File: src/sv/krhc_pkg.sv
// Shared types and constants for the k-mer rolling hash counter.
`timescale 1ns / 1ps

package krhc_pkg;

    // Default build parameters.
    localparam int KMER_LEN_DEF    = 8;
    localparam int COUNT_WIDTH_DEF = 16;

    // Fixed field widths.
    localparam int SLOT_W  = 16;
    localparam int POS_W   = 32;
    localparam int RUN_W   = 4;
    localparam int BASE_W  = 8;
    localparam int OCNT_W  = 16;

    // Action codes carried on the input tuser.
    localparam logic ACT_PUSH = 1'b0;
    localparam logic ACT_READ = 1'b1;

    // Lower-case nucleotide letters; bit 5 forces lower case.
    localparam logic [BASE_W-1:0] CASE_BIT = 8'h20;
    localparam logic [BASE_W-1:0] NUC_A    = 8'h61;
    localparam logic [BASE_W-1:0] NUC_C    = 8'h63;
    localparam logic [BASE_W-1:0] NUC_G    = 8'h67;
    localparam logic [BASE_W-1:0] NUC_T    = 8'h74;

    // One table request travelling down the pipeline.
    typedef struct packed {
        logic              is_read;
        logic [SLOT_W-1:0] slot;
        logic [POS_W-1:0]  start_pos;
    } req_t;

endpackage

File: src/sv/krhc_window.sv
// Rolling k-mer window, run length and position tracking.
`timescale 1ns / 1ps

module krhc_window #(
    parameter int KMER_LEN = krhc_pkg::KMER_LEN_DEF
) (
    input  logic                          aclk,
    input  logic                          aresetn,
    input  logic                          accept,
    input  logic                          action,
    input  logic [krhc_pkg::BASE_W-1:0]   base,
    input  logic                          first_of_sequence,
    input  logic [krhc_pkg::SLOT_W-1:0]   read_index,
    output logic                          req_valid,
    output krhc_pkg::req_t                req
);

    localparam int CODE_W = 2 * KMER_LEN;

    logic [CODE_W-1:0]            window_reg, window_next;
    logic [krhc_pkg::RUN_W-1:0]   run_reg, run_next;
    logic [krhc_pkg::POS_W-1:0]   pos_reg, pos_next;
    logic [krhc_pkg::RUN_W-1:0]   run_start;
    logic [krhc_pkg::POS_W-1:0]   pos_cur;
    logic [krhc_pkg::BASE_W-1:0]  lower;
    logic                         base_ok;

    // Classify the base and roll the window; the oldest base drops off the top.
    always_comb begin
        lower     = base | krhc_pkg::CASE_BIT;
        base_ok   = (lower == krhc_pkg::NUC_A) || (lower == krhc_pkg::NUC_C) ||
                    (lower == krhc_pkg::NUC_G) || (lower == krhc_pkg::NUC_T);
        run_start = first_of_sequence ? '0 : run_reg;
        pos_cur   = first_of_sequence ? '0 : pos_reg;

        window_next = window_reg;
        run_next    = run_reg;
        pos_next    = pos_reg;
        if (accept && (action == krhc_pkg::ACT_PUSH)) begin
            pos_next = pos_cur + 1'b1;
            if (base_ok) begin
                window_next = CODE_W'({window_reg, base[2:1]});
                run_next    = (run_start < krhc_pkg::RUN_W'(KMER_LEN)) ?
                              run_start + 1'b1 : run_start;
            end else begin
                run_next = '0;
            end
        end
    end

    // Form the table request for this item.
    always_comb begin
        req.is_read   = (action == krhc_pkg::ACT_READ);
        req.slot      = req.is_read ? read_index : krhc_pkg::SLOT_W'(window_next);
        req.start_pos = req.is_read ? '0 :
                        pos_cur - krhc_pkg::POS_W'(KMER_LEN - 1);
        req_valid     = accept && (req.is_read ||
                        (base_ok && (run_next == krhc_pkg::RUN_W'(KMER_LEN))));
    end

    always_ff @(posedge aclk) begin
        if (!aresetn) begin
            window_reg <= '0;
            run_reg    <= '0;
            pos_reg    <= '0;
        end else begin
            window_reg <= window_next;
            run_reg    <= run_next;
            pos_reg    <= pos_next;
        end
    end

`ifndef SYNTHESIS
    // The run never exceeds the k-mer length.
    a_run_bound: assert property (@(posedge aclk) disable iff (!aresetn)
        run_reg <= krhc_pkg::RUN_W'(KMER_LEN))
        else $error("run length above k-mer length");
    // A read changes no window state.
    a_read_keeps: assert property (@(posedge aclk) disable iff (!aresetn)
        (accept && action == krhc_pkg::ACT_READ) |=> $stable(pos_reg) && $stable(run_reg))
        else $error("read request changed window state");
    // A completed k-mer always comes from a full run.
    a_hit_full: assert property (@(posedge aclk) disable iff (!aresetn)
        (req_valid && !req.is_read) |=> run_reg == krhc_pkg::RUN_W'(KMER_LEN))
        else $error("k-mer reported from partial run");
`endif

endmodule

File: config.mk
export PLATFORM = sky130hd
export DESIGN_NAME = krhc_window
export DESIGN_NICKNAME = d
export VERILOG_FILES = /design/src/sv/krhc_pkg.sv /design/src/sv/krhc_window.sv
export SDC_FILE = /design/constraint.sdc
export NUM_CORES = 1
export LEC_CHECK = 0
export ABC_AREA = 1
export ABC_CLOCK_PERIOD_IN_PS = 1900
export BUFFER_PORTS_ARGS = -buffer_cell sky130_fd_sc_hd__buf_2
export CORE_ASPECT_RATIO = 0.5
export CORE_MARGIN = 10
export CORE_UTILIZATION = 30
export CTS_CLUSTER_DIAMETER = 150
export DETAILED_ROUTE_END_ITERATION = 12
export HOLD_SLACK_MARGIN = 0.06
export PLACE_DENSITY = 0.56
export SYNTH_ARGS = -nofsm -noshare
export SYNTH_HDL_FRONTEND = slang
export SYNTH_SLANG_ARGS = --single-unit
File: constraint.sdc
create_clock -name aclk -period 1.9 [get_ports aclk]
set_input_delay 0.095 -clock aclk [delete_from_list [all_inputs] [get_ports aclk]]
set_output_delay 0.095 -clock aclk [all_outputs]
set_load 0.01 [all_outputs]
==> results of run 1 <==
==> critical path, delay by kind of cell (launching register included) <==
family	cells	cell delay [ps]
buffers and inverters	3	320
AO/OA/AOI/OAI	2	170
AND/OR/NAND/NOR	7	640
adder cells (fa/ha/maj)	1	170
flip-flops	1	330
==> power by group <==
| group | switching [mW] | internal, mW |
|---|---|---|
| Clock | 0.456 | 0.492 |
| Combinational | 0.253 | 0.163 |
| Sequential | 0.00519 | 1.10 |
==> cells in the final DEF (no fill, tap or decap), types with 3 or more instances in the layout <==
master	count
sky130_fd_sc_hd__nor2_2	26
sky130_fd_sc_hd__nand2_2	20
sky130_fd_sc_hd__nor3_1	10
sky130_fd_sc_hd__nor2_1	102
sky130_fd_sc_hd__a21oi_1	33
sky130_fd_sc_hd__xnor2_1	10
sky130_fd_sc_hd__inv_1	80
sky130_fd_sc_hd__inv_2	13
sky130_fd_sc_hd__nand3_2	3
sky130_fd_sc_hd__dfxtp_1	40
sky130_fd_sc_hd__buf_4	63
sky130_fd_sc_hd__nor3_2	7
sky130_fd_sc_hd__o21a_1	6
sky130_fd_sc_hd__xor2_1	3
sky130_fd_sc_hd__nor4_1	4
sky130_fd_sc_hd__buf_12	3
sky130_fd_sc_hd__dfxtp_2	12
sky130_fd_sc_hd__clkbuf_16	5
sky130_fd_sc_hd__nor2_4	25
sky130_fd_sc_hd__nand2_1	180
sky130_fd_sc_hd__nand3_1	27
sky130_fd_sc_hd__buf_6	5
sky130_fd_sc_hd__buf_2	77
sky130_fd_sc_hd__o21ai_1	14
sky130_fd_sc_hd__inv_4	3
sky130_fd_sc_hd__nand2_4	9
sky130_fd_sc_hd__nand4_1	13
sky130_fd_sc_hd__a21oi_2	4
sky130_fd_sc_hd__o21ai_0	38
==> how the worst min path moves through the flow <==
stage               slack (ps)     endpoint  depth (start not counted)        start
floorplan                  280      req[48]                          1       action
global placement           450  pos_reg[29]                          2  pos_reg[29]
detailed placement         460  pos_reg[29]                          2  pos_reg[29]
CTS                        150  pos_reg[27]                          3      aresetn
global route               160  pos_reg[27]                          3      aresetn
finish                     150  pos_reg[27]                          3      aresetn
==> routing by layer <==
metal / wire length (um) / vias to the layer above / share of wire / track usage
li1: - / 2558 / - / -
met1: 6807 / 2177 / 0.50 / 0.1758
met2: 6120 / 89 / 0.45 / 0.2351
met3: 555 / 8 / 0.041 / 0.02644
met4: 99 / 0 / 0.0073 / 0.02585
met5: 0 / - / 0 / 0
==> per-stage QoR <==
step | worst slack, ps | cell area (um2) | utilization | cells | hold slack [ps]
after CTS | -159.4 | 5414 | 0.3984 | 1037 | 151.3
after global placement | 60.53 | 5031 | 0.3703 | 1018 | 453.3
after detailed placement | 30.19 | 5031 | 0.3703 | 1018 | 458.4
after floorplan | 214.5 | 4173 | - | 730 | 281.8
after global routing | -254.4 | 5782 | 0.4255 | 1051 | 162.9
final | -125.7 | 5782 | 0.4255 | 1051 | 146.3
==> cell type report <==
cell class / count / area share
clock buffer: 5 / 0.02164
clock inverter: 3 / 0.004112
inverter: 97 / 0.06427
multi-input combinational: 554 / 0.5172
sequential: 52 / 0.1826
tap: 192 / 0.04155
timing repair buffer: 148 / 0.1686
==> cell families (layout without fill, tap and decap cells) <==
kind of cell               count (synthesis)  in the layout  synth area share
and+or+nand+nor                          434            434            0.4597
DFF                                       52             52            0.2495
xor gates and xnor gates                  13             13           0.02729
buffers and inverters                    124            253            0.1232
adders and majority gates                  2              2          0.005996
AOI/OAI and AO/OA                        105            105            0.1343
==> repair_timing <==
item,CTS,global route
setup endpoints to repair,23,38
resized for setup,50,81
buffers inserted,11,15
pin swaps,18,38
==> results.cfg, run 1 <==
[outcome]
outcome = finished with violations
failed_checks = setup timing

[yosys]
post-synth-top-area-fraction = 0.2495
synth.avg_cell_area_um2 = 5.716
synth.cell_area_um2 = 4173
yosysTopAreaCell = sky130_fd_sc_hd__dfxtp_1
synth_cell_types = 36
synthTopCellsByCount = 198 x sky130_fd_sc_hd__nand2_1, 121 x sky130_fd_sc_hd__nor2_1, 91 x sky130_fd_sc_hd__inv_1
synth_nets = 761
count_of_flip_flops_with_a_built_in_enable_after_synthesis = 0
netlist_instances = 730
ys_seq_elements = 52
synthMostInstantiatedCell = sky130_fd_sc_hd__nand2_1
most_used_dff_post_synth = sky130_fd_sc_hd__dfxtp_1
synth_top_cells_by_area = sky130_fd_sc_hd__dfxtp_1 25%, sky130_fd_sc_hd__nand2_1 18%, sky130_fd_sc_hd__nor2_1 11%
async_reset_ff_frac = 0
synthesis.yosys.warnings = 0
synth.yosys.seq_area_share = 0.2495

[run]
max_cap_viol_count = 0

[power_and_ir_drop]
cellPowerDensity_nw_per_um2 = 426.2
vdd.ir_drop.worst_mv = 0.3425
p_leak_nw = 2.639
power_mw = 2.464

[cts]
clock_sinks = 52
htreeDepth = 2
cts_root_buf = sky130_fd_sc_hd__clkbuf_16
cts.reportedPaths.clkPinSlew_ps = 80
cts.hold.buffers_added = 0
cts_tree = done
cts.path.max_buffers = 2
cts_buffer_count = 5
clkLatencyLatePin_ps = 300

[placed_design]
gp_routability_congestion = 0.8742
detailedPlacementHpwl_um = 10160
port_buffers = 77

[setup_path]
arrival_ps = 1930
timing.reg2reg.worst_path_depth = 12
worstSetupStartpointType = flip-flop
worst-path-max-fanout = 4
timing_worst_setup_path_type = flip-flop to primary output
startpoint = pos_reg[1]
required_ps = 1800
r2r_setup_slack_ps = 110
end_kind = primary output
worst_setup_path_endpoint = req[24]
r2r-end = pos_reg[26]
worst_path_largest_cell_delay_ps = 330
cpMostUsedCell = sky130_fd_sc_hd__nand2_4
critical-path-slowest-cell = sky130_fd_sc_hd__dfxtp_2
reg2reg_from = pos_reg[1]
worstPathCellList = inv_2, nor2_2, ha_4, nand2_4, nand2_4, nor2_4, nand2_4, nor2_4, buf_6, nand2_2, o21ai_1, a21oi_1, buf_2

[layout]
drive_above_1_share = 0.3364
flip_flop_count_of_the_largest_register_all_copies_and_words_added = 32
count_of_fill_cells_added_during_filler_insertion = 1443
num-nets-final = 889
multi_input_comb_area_um2 = 2990
layout_area_overhead_pct = 38.56
seq_area_um2 = 1056
diodes = 0

[sta]
rsz0062_at_grt = yes
post-route-min-period_ps = 2026
final.setup.tns_ps = -877.1
max-slew-margin-rel = 0.6781
fin_skew_ps = 6.439
postLayoutSetupSlackWorst_ps = -125.7
max_freq_mhz = 493.7
post-route-period-util = 1.066
final-max-slew-violation-count = 0
worst_slew_pin_slew_ps = 482.8
setup_violations = 12
hold_violations = 0

[global_routing]
globalRouteTotalUtil = 0.1362
grt_start_max_net_pins = 48
remaining_global_route_overflow = 0
antenna_found_initial = 0
number_of_global_route_vias_before_repair = 4538
grt_pass1_wl_um = 21990

[routing]
average_detailed_routed_wire_length_per_instance_um = 12.92
drt_iter0_markers = 315
wl_um = 13580
route.vias.total = 4832
drt.antenna.violating_nets = 0
drt_pass1_iterations = 5
route.detailed.drc = 0
detail_route.vias_per_cell = 4.598

[floorplan]
std_cell_rows = 30
die_w_um = 186.8
design.core.area_um2 = 13590
initial_core_util = 0.3071
dieHeight_um = 103.4
dieArea_um2 = 19310
io_pins = 79

[min_path]
worstHoldPathType = primary input to flip-flop
Note: power is estimated with default switching activity, not from simulation.
==> run 2: changes to the inputs <==
--- a/config.mk
+++ b/config.mk
@@ -8,7 +8,6 @@
 export ABC_AREA = 1
 export ABC_CLOCK_PERIOD_IN_PS = 1900
 export BUFFER_PORTS_ARGS = -buffer_cell sky130_fd_sc_hd__buf_2
-export CORE_ASPECT_RATIO = 0.5
 export CORE_MARGIN = 10
 export CORE_UTILIZATION = 30
 export CTS_CLUSTER_DIAMETER = 150
==> run 2 against run 1 <==
  * The flow still finishes with violations (setup timing)
  * Clock skew is essentially flat
  * Wire length decreased by 0.53%
  * Hold slack worse by 11 ps
  * Critical path depth is 2 lower
  * Clock power grew 3.1%
  * Via count is 2.0% lower
  * Combinational power decreased by 3%
  * First-iteration DRC count fell by 0.63%
  * Count of clock-buffer cells in the layout unchanged
  * Total power rose by 0.65%
  * Cell count is 1.6% lower
  * Flip-flop and latch count unchanged
  * Critical endpoint is now req[22]
  * Largest power group unchanged
  * Highest routed layer unchanged
==> results.cfg, run 2 (synthesis gave the netlist of run 1 again) <==
[outcome]
outcome = finished with violations
failed_checks = setup timing

[cts]
clock_sinks = 52
cts_root_buf = sky130_fd_sc_hd__clkbuf_16
clkLatencyLatePin_ps = 310
cts.reportedPaths.clkPinSlew_ps = 70
cts_tree = done
cts_buffer_count = 5
htreeDepth = 2
cts.hold.buffers_added = 0
cts.path.max_buffers = 2

[global_routing]
globalRouteTotalUtil = 0.1414
grt_start_max_net_pins = 47
antenna_found_initial = 0
number_of_global_route_vias_before_repair = 4452
remaining_global_route_overflow = 0
grt_pass1_wl_um = 21690

[layout]
layout_area_overhead_pct = 32.80
flip_flop_count_of_the_largest_register_all_copies_and_words_added = 32
count_of_fill_cells_added_during_filler_insertion = 1580
diodes = 0
seq_area_um2 = 1054
drive_above_1_share = 0.3021
multi_input_comb_area_um2 = 2833
mostFrequentLayoutCell = sky130_fd_sc_hd__nand2_1
post_layout_nonfiller_instances = 1034
num-nets-final = 884
mostFrequentLayoutCells = 182 x sky130_fd_sc_hd__nand2_1, 110 x sky130_fd_sc_hd__nor2_1, 83 x sky130_fd_sc_hd__inv_1

[routing]
wl_um = 13510
detail_route.vias_per_cell = 4.579
drt_iter0_markers = 313
average_detailed_routed_wire_length_per_instance_um = 13.07
route.detailed.drc = 0
route.vias.total = 4735
drt.antenna.violating_nets = 0
drt_pass1_iterations = 7

[setup_path]
r2r_setup_slack_ps = 160
timing.reg2reg.worst_path_depth = 11
r2r-end = pos_reg[26]
worstSetupStartpointType = flip-flop
worst-path-max-fanout = 3
required_ps = 1800
timing_worst_setup_path_type = flip-flop to primary output
arrival_ps = 1930
end_kind = primary output
reg2reg_from = pos_reg[1]

[sta]
final-max-slew-violation-count = 0
max_freq_mhz = 493.6
post-route-min-period_ps = 2026
postLayoutSetupSlackWorst_ps = -125.9
post-route-period-util = 1.066
setup_violations = 12
fin_skew_ps = 6.501
worst_slew_pin_slew_ps = 489.7
hold_violations = 0
rsz0062_at_grt = yes
max-slew-margin-rel = 0.6735

[power_and_ir_drop]
p_seq_frac = 0.443
power.switching_uw = 731.1
power_mw = 2.480
p_leak_nw = 2.597
vdd.ir_drop.worst_mv = 0.3281
p_sw_frac = 0.2948
share_comb_of_total_power = 0.163
share_clk_of_total_power = 0.394
cellInternalPower_mw = 1.749
cellPowerDensity_nw_per_um2 = 447.6

[floorplan]
initial_core_util = 0.3030
std_cell_rows = 43
dieHeight_um = 137.9
die_w_um = 137.9
io_pins = 79
dieArea_um2 = 19030
design.core.area_um2 = 13770

[min_path]
worstHoldPathType = primary input to flip-flop
timing.hold.worst_endpoint = pos_reg[27]
worst_hold_path_stage_count = 3
hold_start = aresetn

[placed_design]
port_buffers = 77
gp_routability_congestion = 0.8937
pre_cts_slack_ps = 58.51
post-place-cells = 1011
detailedPlacementHpwl_um = 10380

[run]
max_cap_viol_count = 0
==> run 2: cell types whose count changed in the layout (fill, tap and decap cells not counted), sizes merged <==
cell	before	now
buf	148	143
clkinvlp	2	0
clkinv	2	3
inv	96	97
==> run 2: cell type report <==
cell class,count,share of cell area
multi-input combinational,554,0.5112
sequential,52,0.1901
timing repair buffer,143,0.1641
inverter,97,0.06661
tap,180,0.04064
clock buffer,5,0.02258
clock inverter,3,0.004741
==> run 2: metrics by stage <==
step / util / instance area, um2 / hold WS [ps] / TNS (ps)
after detailed placement: 0.3660 / 5041 / 461.0 / 0
final: 0.4023 / 5542 / 135.3 / -769.4
after CTS: 0.3916 / 5394 / 142.5 / -1016
after global routing: 0.4023 / 5542 / 148.2 / -3608
after floorplan: - / 4173 / 281.8 / 0
after global placement: 0.3660 / 5041 / 454.7 / 0
==> run 2: metal layers <==
layer	part of all wire	track usage
met3	0.065	0.02500
met1	0.45	0.1815
met5	0	0
met2	0.47	0.2365
met4	0.016	0.04056
==> run 2: power by group through the flow <==
stage               registers (mW)  logic (mW)  clock network, mW
floorplan                     1.12       0.213                  0
global placement              1.12       0.379                  0
detailed placement            1.12       0.378                  0
CTS                           1.10       0.399               1.01
global route                  1.10       0.452               1.04
finish                        1.10       0.403              0.977
==> run 2: worst max-delay path by stage <==
stage                                 start  slack [ps]  endpoint  depth (start not counted)
after floorplan           first_of_sequence         210   req[30]                         14
after global placement           pos_reg[1]          80   req[30]                         12
after detailed placement         pos_reg[1]          60   req[30]                         12
after CTS                        pos_reg[0]        -150   req[28]                         11
after global routing             pos_reg[0]        -280   req[28]                         11
final                            pos_reg[1]        -130   req[22]                         11
==> run 2: critical path: stages (launching register included) <==
cell and delay [ps]:
sky130_fd_sc_hd__dfxtp_2 330, sky130_fd_sc_hd__inv_2 60, sky130_fd_sc_hd__nor2_2 40, sky130_fd_sc_hd__ha_4 160, sky130_fd_sc_hd__nand2_4 90, sky130_fd_sc_hd__nand4_1 190, sky130_fd_sc_hd__nor2_4 210, sky130_fd_sc_hd__nand2_2 110
sky130_fd_sc_hd__o21ai_0 150, sky130_fd_sc_hd__nand2_1 60, sky130_fd_sc_hd__nor2_1 90, sky130_fd_sc_hd__buf_2 140
==> run 2: what timing repair did <==
item | in CTS | in global routing
endpoints found under the setup margin | 27 | 30
pin swaps | 17 | 15
setup buffers | 8 | 7
resized for setup | 56 | 28
